**src/rtl/core/snmiou_pkg.sv**
```systemverilog
// Shared types, constants and codes for the nearest segment match block.
package snmiou_pkg;

  localparam int MAX_SEGMENTS = 64;
  localparam int IDX_W        = $clog2(MAX_SEGMENTS);
  localparam int CNT_W        = $clog2(MAX_SEGMENTS + 1);
  localparam int COORD_W      = 20;
  localparam int LIMIT_W      = 40;
  localparam int RATIO_W      = 8;
  localparam int DIST_W       = 42;

  localparam logic [LIMIT_W-1:0] LIMIT_RST = 40'd32883343;
  localparam logic [RATIO_W-1:0] NUM_RST   = 8'd3;
  localparam logic [RATIO_W-1:0] DEN_RST   = 8'd10;

  localparam logic [1:0] OP_CLEAR = 2'd0;
  localparam logic [1:0] OP_LOAD  = 2'd1;
  localparam logic [1:0] OP_QUERY = 2'd2;

  localparam logic [1:0] ST_SKIP   = 2'd0;
  localparam logic [1:0] ST_MATCH  = 2'd1;
  localparam logic [1:0] ST_REJECT = 2'd2;

  localparam logic [1:0] REG_LIMIT = 2'd0;
  localparam logic [1:0] REG_NUM   = 2'd1;
  localparam logic [1:0] REG_DEN   = 2'd2;

  typedef logic [2:0][COORD_W-1:0] coord3_t;

  typedef struct packed {
    logic    vld;
    coord3_t c;
    coord3_t lo;
    coord3_t hi;
  } entry_t;

  localparam int ENTRY_W = $bits(entry_t);

  typedef enum logic [3:0] {
    S_IDLE, S_WALK, S_DRAIN, S_OV1, S_OV2, S_OV3, S_OV4, S_OV5, S_EMIT
  } state_t;

  typedef struct packed {
    logic             clear;
    logic             load;
    logic             latch_q;
    logic             skip;
    logic             rd_en;
    logic [IDX_W-1:0] rd_addr;
    logic             emit;
  } cmd_t;

  typedef struct packed {
    logic [CNT_W-1:0] count;
    logic             pipe_busy;
  } stat_t;

endpackage

```
**src/rtl/core/snmiou_ctrl.sv**
```systemverilog
// Controller: request decode, table walk sequencing and overlap test steps.
module snmiou_ctrl
  import snmiou_pkg::*;
(
  input  logic       clk,
  input  logic       rst_n,
  input  logic       start,
  input  logic [1:0] in_operation,
  input  logic       in_seg_valid,
  input  stat_t      stat,
  output logic       busy,
  output cmd_t       cmd
);

  state_t           state_r, state_nxt;
  logic [CNT_W-1:0] cnt_r, cnt_nxt;

  always_ff @(posedge clk) begin
    if (!rst_n) begin
      state_r <= S_IDLE;
      cnt_r   <= '0;
    end else begin
      state_r <= state_nxt;
      cnt_r   <= cnt_nxt;
    end
  end

  always_comb begin
    state_nxt = state_r;
    cnt_nxt   = cnt_r;
    unique case (state_r)
      S_IDLE: begin
        cnt_nxt = '0;
        if (start && in_operation == OP_QUERY && in_seg_valid) begin
          state_nxt = S_WALK;
        end
      end
      S_WALK: begin
        if (cnt_r == stat.count) begin
          state_nxt = S_DRAIN;
        end else begin
          cnt_nxt = cnt_r + 1'b1;
        end
      end
      S_DRAIN: begin
        if (!stat.pipe_busy) begin
          state_nxt = S_OV1;
        end
      end
      S_OV1: state_nxt = S_OV2;
      S_OV2: state_nxt = S_OV3;
      S_OV3: state_nxt = S_OV4;
      S_OV4: state_nxt = S_OV5;
      S_OV5: state_nxt = S_EMIT;
      S_EMIT: state_nxt = S_IDLE;
      default: state_nxt = S_IDLE;
    endcase
  end

  always_comb begin
    cmd     = '0;
    busy    = (state_r != S_IDLE);
    unique case (state_r)
      S_IDLE: begin
        cmd.clear   = start && (in_operation == OP_CLEAR);
        cmd.load    = start && (in_operation == OP_LOAD);
        cmd.latch_q = start && (in_operation == OP_QUERY) && in_seg_valid;
        cmd.skip    = start && (in_operation == OP_QUERY) && !in_seg_valid;
      end
      S_WALK: begin
        cmd.rd_en   = (cnt_r != stat.count);
        cmd.rd_addr = cnt_r[IDX_W-1:0];
      end
      S_EMIT: cmd.emit = 1'b1;
      default: cmd = '0;
    endcase
  end

endmodule

```
**config.mk**
```make
export PLATFORM = sky130hd
export DESIGN_NAME = snmiou_ctrl
export DESIGN_NICKNAME = d
export VERILOG_FILES = /design/src/rtl/core/snmiou_pkg.sv /design/src/rtl/core/snmiou_ctrl.sv
export SDC_FILE = /design/constraint.sdc
export NUM_CORES = 1
export LEC_CHECK = 0
export ABC_AREA = 1
export ABC_CLOCK_PERIOD_IN_PS = 1700
export BUFFER_PORTS_ARGS = -buffer_cell sky130_fd_sc_hd__clkbuf_2
export CORE_MARGIN = 2
export CORE_UTILIZATION = 29
export DETAILED_ROUTE_END_ITERATION = 10
export HOLD_SLACK_MARGIN = 0.15
export PLACE_DENSITY = 0.51
export SLEW_MARGIN = 15
export SYNTH_ARGS = -nofsm -noshare
export SYNTH_HDL_FRONTEND = slang
export SYNTH_SLANG_ARGS = --single-unit
```
**constraint.sdc**
```tcl
create_clock -name clk -period 1.7 [get_ports clk]
set_input_delay 0.255 -clock clk [delete_from_list [all_inputs] [get_ports clk]]
set_output_delay 0.255 -clock clk [all_outputs]
set_load 0.005 [all_outputs]
```
==> flow_metrics.tcl, run 1 <==
set metrics [dict create \
    io_buffers 26 \
    pwr-share-clk 0.142 \
    finalHoldViolations 0 \
    p_leak_nw 0.538 \
    crit_family "simple AND/OR/NAND/NOR gates" \
    n_fill_cell 293 \
    layout_commonest_cell "nand2_1" \
    firstDrtPassIters 4 \
    yosysSeqAreaShare 0.277 \
    area_growth_pct 30.8 \
    cts.sinks 11 \
    power_density_nw_per_um2 1170 \
    skew_ns 0.00230 \
    place_inst 197 \
    ant_nets 0 \
    ios 27 \
    slowest_delay_ns 0.33 \
    dieArea_um2 3180 \
    ff_latch_area_um2 231 \
    tns_ns 0 \
    wl_met1_um 920 \
    fin_crit_sh 0.929 \
    dieWidth_um 56.4 \
    setup_violations 0 \
    arrival_ns 1.32 \
    clockBufferDepth 2 \
    required_ns 1.44 \
    seqPwrFrac 0.328 \
    p_sw_w 0.000559 \
    cp_cell_sequence "nor2_2 -> inv_1 -> nor2_4 -> inv_4 -> nor4_2 -> clkbuf_2" \
    synth.distinct_cells 18 \
    drcViolationCount 0 \
    wire_per_inst_um 9.32 \
    grt_start_max_net_pins 13 \
    coreArea_um2 2540 \
    postCtsHoldBufs 0 \
    crit_path_end_kind "primary output" \
    gp_congestion 0.733 \
    slew_viol_final 0 \
    diodes 0 \
    grtUsageTotal 0.120 \
    path_class "reg2out" \
    status "finished clean" \
    combPwrFrac 0.530 \
    cp_num_buf_inv 3 \
    multiInputGateArea_um2 497 \
    syn-instance-count 141 \
    cp-start-kind "flip-flop" \
    grt-ovfl-total 0 \
    vias 897 \
    routed.top_layer "met4" \
    cts_tree "built" \
    peakVddDrop_mv 0.681 \
    path_clk_slew_ns 0.07 \
    place_hpwl_mm 1.52 \
    drtIter0Drc 32 \
    dr_wl_met3_um 92 \
    grt_pass1_wl_mm 3.08 \
    numCtsBuffers 3 \
    wl_mm 1.88 \
    synth.net_count 156 \
    fin_nets 188 \
    via_per_inst 4.44 \
    rsz0062_at_grt "false" \
    clock_latency_ns 0.26 \
    p_int_w 0.000659 \
    ys_ff_latch 11 \
    grt_pass1_vias 777 \
    clockRootBuffer "clkbuf_4" \
    wl_met2_um 853 \
    p_sw_frac 0.459 \
    num_rows 18 \
    hold_class "in2reg" \
    max_slew_margin 0.853 \
    final_cell_mix "44 x nand2_1, 25 x clkbuf_2, 24 x inv_1" \
    layout_min_cycle_time_ns 1.58 \
    netlist_area_um2 796 \
    worst-slew-pin-transition_ns 0.219 \
    clock.fmax_ghz 0.633 \
    drive_gt1_frac 0.267 \
    layout.cells.non_filler 202 \
    antenna_found_initial 0 \
    hold_ws_ns 0.267 \
    start_util 0.313 \
    htree_levels 1 \
    crit_path_top_delay_cell "dfxtp_1" \
    maxCapViolCount 0 \
    synth_warnings 0 \
    avgSynthCellArea_um2 5.64 \
    path_max_fanout 10 \
    die_h_um 56.4 \
]
-- path summary, 6_finish.rpt --
| path | start | to | slack, ns | cells after the start |
|---|---|---|---|---|
| max | state_r[2] | cmd[10] | 0.12 | 6 |
| min | rst_n | cnt_r[0] | 0.27 | 3 |
| max reg2reg | cnt_r[0] | cnt_r[6] | 0.29 | 11 |
| min reg2reg | state_r[3] | state_r[3] | 0.45 | 1 |
-- sequential cells by signal, summed over array words and instances (netlist names) --
| register | cells |
|---|---|
| state_r | 4 |
| cnt_r | 7 |
-- area by class of cell --
cell class	count	share of cell area
clock buffers	4	0.0252
inverters	27	0.0998
multi-input cells	102	0.477
flip-flops and latches	11	0.222
well taps	30	0.0361
repair buffers	28	0.139
-- what timing repair did --
item                       CTS  global route
hold endpoints to repair     0             0
buffers inserted             1             0
setup endpoints to repair    4             4
resized for setup            5            11
pin swaps                    1             2
-- cell usage after synthesis (all sizes together) --
cell type	n	area, µm²
nand2	45	176
inv	27	101
nor2	24	90.1
dfxtp	11	220
nand3	10	50.1
a21oi	7	35.0
nor3	3	15.0
nor4	3	18.8
nand4	2	12.5
nor3b	2	15.0
o21ai	2	10.0
a211oi	1	7.51
buf	1	5.00
ha	1	12.5
o21bai	1	18.8
o31ai	1	7.51
-- cells by family (layout without fill, tap and decap cells) --
family                   count (synthesis)  count (layout)  synth area share
adder cells (fa/ha/maj)                  1               1            0.0157
flip-flops                              11              11             0.277
AND/OR/NAND/NOR                         89              89             0.475
buffers and inverters                   28              59             0.134
AO/OA/AOI/OAI                           12              12            0.0991
-- per-stage QoR --
| step | setup WS [ns] | area [µm²] | utilization | total power, W |
|---|---|---|---|---|
| global placement | 0.150 | 966 | 0.380 | 0.000979 |
| finish | 0.121 | 1040 | 0.409 | 0.00122 |
| detailed placement | 0.152 | 966 | 0.380 | 0.000978 |
| CTS | 0.00809 | 1020 | 0.400 | 0.00119 |
| global route | 0.0102 | 1040 | 0.409 | 0.00134 |
| floorplan | 0.403 | 796 | - | 0.000809 |
-- power groups by stage --
stage | clock network [W] | registers, W | logic [W]
floorplan | 0 | 0.000373 | 0.000437
global placement | 0 | 0.000389 | 0.000590
detailed placement | 0 | 0.000392 | 0.000587
CTS | 0.000184 | 0.000388 | 0.000621
global route | 0.000198 | 0.000407 | 0.000739
finish | 0.000173 | 0.000399 | 0.000646
-- layer usage --
metal,up-vias,global-route usage
met5,-,0
met4,0,0.0612
met3,2,0.0207
met2,16,0.202
met1,379,0.146
li1,500,-
-- worst register-to-register path, stage by stage (launching register included) --
cell and delay (ns):
dfxtp_4 0.38, ha_1 0.17, nand2_1 0.05, inv_1 0.08, nand2_1 0.07, nor2_1 0.17
nand2_1 0.07, a21oi_1 0.12, nand2_1 0.06, nand2_1 0.06, nand2_1 0.04, nor2_1 0.07
Power figures use the tool's default switching activity.
==> inputs of run 2 (changes only) <==
- CELL_PAD_IN_SITES_DETAIL_PLACEMENT: unset -> 0
- CELL_PAD_IN_SITES_GLOBAL_PLACEMENT: unset -> 2
- CORE_MARGIN: 2 -> 8
- CORE_UTILIZATION: 29 -> 23
- MAX_ROUTING_LAYER: unset -> met4
- PLACE_DENSITY: 0.51 -> 0.76
==> run 2 against run 1 <==
Sequential share of layout area decreased by 0.82 points; wire length increased by 19%; die area increased by 76%; power increased by 5.2%; clock skew increased by 0.0018 ns; clock power increased by 3%; hold slack got worse by 0.018 ns; non-clock buffer count increased by 2; combinational power increased by 8.5%; register-to-register slack got worse by 0.02 ns; clock-buffer cell count unchanged; largest power group unchanged; highest routed layer unchanged.
==> flow_metrics.tcl, run 2 (synthesis results as in run 1) <==
set metrics [dict create \
    status "finished clean" \
    drcViolationCount 0 \
    power_density_nw_per_um2 1190 \
    grtUsageTotal 0.0876 \
    fin_crit_sh 0.931 \
    coreArea_um2 3340 \
    wl_mm 2.24 \
    finalPower_w 0.00128 \
    dpl_cell_area_um2 986 \
    clockBufferDepth 2 \
    wire_per_inst_um 10.2 \
    combPwrFrac 0.547 \
    diodes 0 \
    numCtsBuffers 3 \
    cp-start-kind "flip-flop" \
    io_buffers 26 \
    path_class "reg2out" \
    drive_gt1_frac 0.282 \
    htree_levels 1 \
    clock.fmax_ghz 0.632 \
    peakVddDrop_mv 0.564 \
    final_cell_mix "42 x nand2_1, 26 x clkbuf_2, 24 x inv_1" \
    die_h_um 74.8 \
    grt-ovfl-total 0 \
    hold_class "in2reg" \
    maxCapViolCount 0 \
    place_hpwl_mm 1.83 \
    skew_ns 0.00410 \
    layout_commonest_cell "nand2_1" \
    slew_viol_final 0 \
    finalHoldViolations 0 \
    p_sw_w 0.000588 \
    clockRootBuffer "clkbuf_4" \
    firstDrtPassIters 5 \
    area_growth_pct 35.1 \
    via_per_inst 4.28 \
    seqPwrFrac 0.314 \
    gp_congestion 0.738 \
    grt_start_max_net_pins 13 \
    reg.largest.list "cnt_r: 7 flops, state_r: 4 flops" \
    num_rows 21 \
    p_sw_frac 0.459 \
    fin_nets 190 \
    postCtsHoldBufs 0 \
    fin_util 0.322 \
    antenna_found_initial 0 \
    stdcell_area_um2 1070 \
    pwr-share-clk 0.139 \
    max_slew_margin 0.856 \
    start_util 0.238 \
    crit_path_end_kind "primary output" \
    required_ns 1.44 \
    worst-slew-pin-transition_ns 0.214 \
    cts_tree "built" \
    largest_register_ffs 7 \
    vias 941 \
    setup_violations 0 \
    arrival_ns 1.33 \
    grt_pass1_wl_mm 3.71 \
    p_leak_nw 0.547 \
    tns_ns 0 \
    cts.sinks 11 \
    ios 27 \
    p_int_w 0.000693 \
    grt_pass1_vias 860 \
    dieWidth_um 74.8 \
    clock_latency_ns 0.27 \
    path_max_fanout 6 \
    path_clk_slew_ns 0.07 \
    regMostFlops "cnt_r" \
    layout_min_cycle_time_ns 1.58 \
    drtIter0Drc 41 \
    ant_nets 0 \
    dieArea_um2 5600 \
]
run 2: cell types whose count changed in the layout (fill, tap and decap cells not counted), sizes merged:
cell,delta
buf,+1
clkbuf,+1
run 2: repair_timing:
item	in CTS	in global routing
resized for setup	5	10
pin swaps	1	4
setup endpoints to repair	4	5
endpoints found under the hold margin	0	0
setup buffers	3	0
run 2: cell type report:
cell class                      instances  area (µm²)
Clock buffer                            4        26.3
Fill cell                             395        2260
Inverter                               27         101
Multi-Input combinational cell        102         499
Sequential cell                        11         230
Tap cell                               46        57.6
Timing Repair Buffer                   30         160
run 2: power groups by stage:
stage	clock (W)	sequential (W)	combinational, W
3_5_place_dp	0	0.000397	0.000603
4_1_cts	0.000183	0.000400	0.000676
3_3_place_gp	0	0.000394	0.000601
5_1_grt	0.000199	0.000416	0.000794
6_report	0.000178	0.000402	0.000701
2_1_floorplan	0	0.000373	0.000437
run 2: layer usage:
layer  wire length (µm)  part of all wire  GRT usage
met1               1080              0.48      0.108
met2                971              0.43      0.134
met3                152             0.068     0.0133
met4                 36             0.016     0.0457
met5                  0                 0          -
run 2: critical path, stage by stage (launching register included):
cell and delay (ns):
dfxtp_1 0.33, nor2_2 0.15, inv_1 0.07, nor2_2 0.13, inv_2 0.08, nor4_2 0.14, clkbuf_2 0.16
run 2: worst paths after layout:
kind | cells after the start | end | slack [ns] | start
worst max-delay path | 6 | cmd[10] | 0.12 | state_r[2]
worst min-delay path | 3 | cnt_r[5] | 0.25 | rst_n
worst max register to register | 11 | cnt_r[6] | 0.27 | cnt_r[0]
worst min register to register | 2 | cnt_r[4] | 0.51 | cnt_r[4]
run 2: per-stage QoR:
stage	hold slack, ns	setup slack (ns)	std cells
2_1_floorplan	0.353	0.403	141
3_3_place_gp	0.474	0.0528	213
3_5_place_dp	0.486	0.0474	213
4_1_cts	0.246	0.0163	220
5_1_grt	0.256	-0.00199	220
6_report	0.249	0.117	220
==> inputs of run 3 (changes only) <==
- PLACE_DENSITY: 0.76 -> unset
- PLACE_DENSITY_LB_ADDON: unset -> 0.1
- SETUP_SLACK_MARGIN: unset -> 0.3
==> run 3 against run 2 <==
Sequential power is 2% higher; utilization rose by 9.0 points; final area rose by 28%; critical path depth rose by 2; setup slack better by 0.050 ns; critical path type unchanged; largest power group unchanged.
==> flow_metrics.tcl, run 3 (synthesis results as in run 1) <==
set metrics [dict create \
    final_cell_mix "39 x nand2_1, 16 x inv_1, 15 x clkbuf_2, 15 x buf_4, 14 x nor2_1" \
    regMostFlops "cnt_r" \
    ios 27 \
    p_leak_nw 0.659 \
    p_int_w 0.000929 \
    cp_num_buf_inv 3 \
    path_clk_slew_ns 0.07 \
    rsz0062_at_grt "true" \
    status "finished clean" \
    grt-ovfl-total 0 \
    slowest_delay_ns 0.38 \
    layout.cells.non_filler 237 \
    routed.top_layer "met4" \
    numCtsBuffers 3 \
    grt_pass1_wl_mm 4.09 \
    maxCapViolCount 0 \
    combPwrFrac 0.651 \
    firstDrtPassIters 3 \
    wl_met1_mm 1.15 \
    io_buffers 26 \
    tns_ns 0 \
    grtUsageTotal 0.0974 \
    p_sw_w 0.000760 \
    dieWidth_um 74.8 \
    path_max_fanout 5 \
    pre_cts_ws_ns 0.0598 \
    path_class "reg2out" \
    die_h_um 74.8 \
    crit_family "flip-flops" \
    setup_violations 0 \
    vias 1013 \
    place_inst 213 \
    fin_util 0.412 \
    cp_cell_sequence "inv_4 -> nand2_1 -> nand2_1 -> nor2_1 -> nand2_2 -> o21bai_4 -> inv_2 -> buf_6" \
    worst-slew-pin-transition_ns 0.225 \
    grt_start_max_net_pins 10 \
    start_util 0.238 \
    dr_wl_met3_um 137 \
    layout_min_cycle_time_ns 1.53 \
    drtIter0Drc 24 \
    required_ns 1.44 \
    finalHoldViolations 0 \
    clockRootBuffer "clkbuf_4" \
    n_fill_cell 393 \
    diodes 0 \
    clock_latency_ns 0.26 \
    peakVddDrop_mv 0.701 \
    area_growth_pct 73.0 \
    postCtsHoldBufs 0 \
    p_sw_frac 0.450 \
    wl_met2_mm 1.32 \
    crit_path_top_delay_cell "dfxtp_4" \
    seqPwrFrac 0.242 \
    crit_path_end_kind "primary output" \
    max_slew_margin 0.850 \
    coreArea_um2 3340 \
    fin_nets 207 \
    reg.largest.list "cnt_r: 7 flops, state_r: 4 flops" \
    wire_per_inst_um 11.1 \
    fin_ws_ns 0.167 \
    cts_tree "built" \
    antenna_found_initial 0 \
    power_density_nw_per_um2 1230 \
    ant_nets 0 \
    drcViolationCount 0 \
    cts.sinks 11 \
    cp-start-kind "flip-flop" \
    htree_levels 1 \
    crit_cells 8 \
    clock.fmax_ghz 0.652 \
    drive_gt1_frac 0.513 \
    skew_ns 0.000594 \
    gp_congestion 0.696 \
    num_rows 21 \
    clockBufferDepth 2 \
    hold_class "in2reg" \
    via_per_inst 4.27 \
    fin_crit_sh 0.902 \
    crit_top_cell "nand2_1" \
    r2r_cells 12 \
    slew_viol_final 0 \
    hold_depth 3 \
    arrival_ns 1.28 \
    place_hpwl_mm 1.91 \
    layout_commonest_cell "nand2_1" \
    ff_latch_area_um2 248 \
    multiInputGateArea_um2 618 \
    grt_pass1_vias 922 \
    largest_register_ffs 7 \
    dieArea_um2 5600 \
    pwr-share-clk 0.107 \
    wl_mm 2.64 \
]
==> run 3: cell types whose count changed in the layout (fill, tap and decap cells not counted), moves of 6 or more <==
cell	change
buf_4	+11
dfxtp_1	-6
buf_2	+9
inv_1	-8
buf_6	+6
clkbuf_2	-11
nor2_1	-7
==> run 3: final timing paths <==
kind                                 start    endpoint  slack (ns)
worst max-delay path              cnt_r[1]      cmd[7]        0.17
worst min-delay path                 rst_n    cnt_r[0]        0.25
worst max register to register    cnt_r[0]    cnt_r[6]        0.25
worst min register to register  state_r[3]  state_r[3]        0.48
==> run 3: area by class of cell <==
class / instances / share of cell area
Timing Repair Buffer: 46 / 0.229
Multi-Input combinational cell: 103 / 0.449
Clock buffer: 4 / 0.0191
Tap cell: 46 / 0.0418
Inverter: 27 / 0.0809
Sequential cell: 11 / 0.180
==> run 3: power groups by stage <==
stage / Sequential (W) / Clock [W] / Combinational (W)
final: 0.000409 / 0.000181 / 0.00110
after global routing: 0.000421 / 0.000203 / 0.00121
after floorplan: 0.000373 / 0 / 0.000437
after detailed placement: 0.000396 / 0 / 0.000609
after global placement: 0.000395 / 0 / 0.000613
after CTS: 0.000405 / 0.000192 / 0.000844
==> run 3: worst register-to-register path: stages, from the launching register on <==
cell and delay (ns):
dfxtp_4 0.37, buf_6 0.12, ha_2 0.17, nand2_1 0.07, inv_2 0.07, nand2_2 0.07
nor2_4 0.12, nand2_1 0.05, a21oi_1 0.11, nand2_1 0.06, nand2_1 0.06, nand2_1 0.05
nor2_1 0.07
==> run 3: repair_timing <==
item / in CTS / in global routing
gates cloned: 1 / 1
pin swaps: 5 / 8
buffers inserted: 8 / 10
endpoints found under the hold margin: 0 / 0
gates resized for setup: 35 / 46
setup endpoints to repair: 21 / 21
==> run 3: through the flow <==
step	total power, W	area, µm²	hold WS (ns)
finish	0.00169	1380	0.254
floorplan	0.000809	796	0.353
global placement	0.00101	986	0.482
CTS	0.00144	1160	0.249
global route	0.00183	1380	0.267
detailed placement	0.00101	986	0.490
==> run 3: layer usage <==
| layer | vias up | GRT usage |
|---|---|---|
| met5 | - | - |
| met1 | 454 | 0.108 |
| met4 | 0 | 0.0457 |
| met3 | 2 | 0.0160 |
| li1 | 542 | - |
| met2 | 15 | 0.165 |
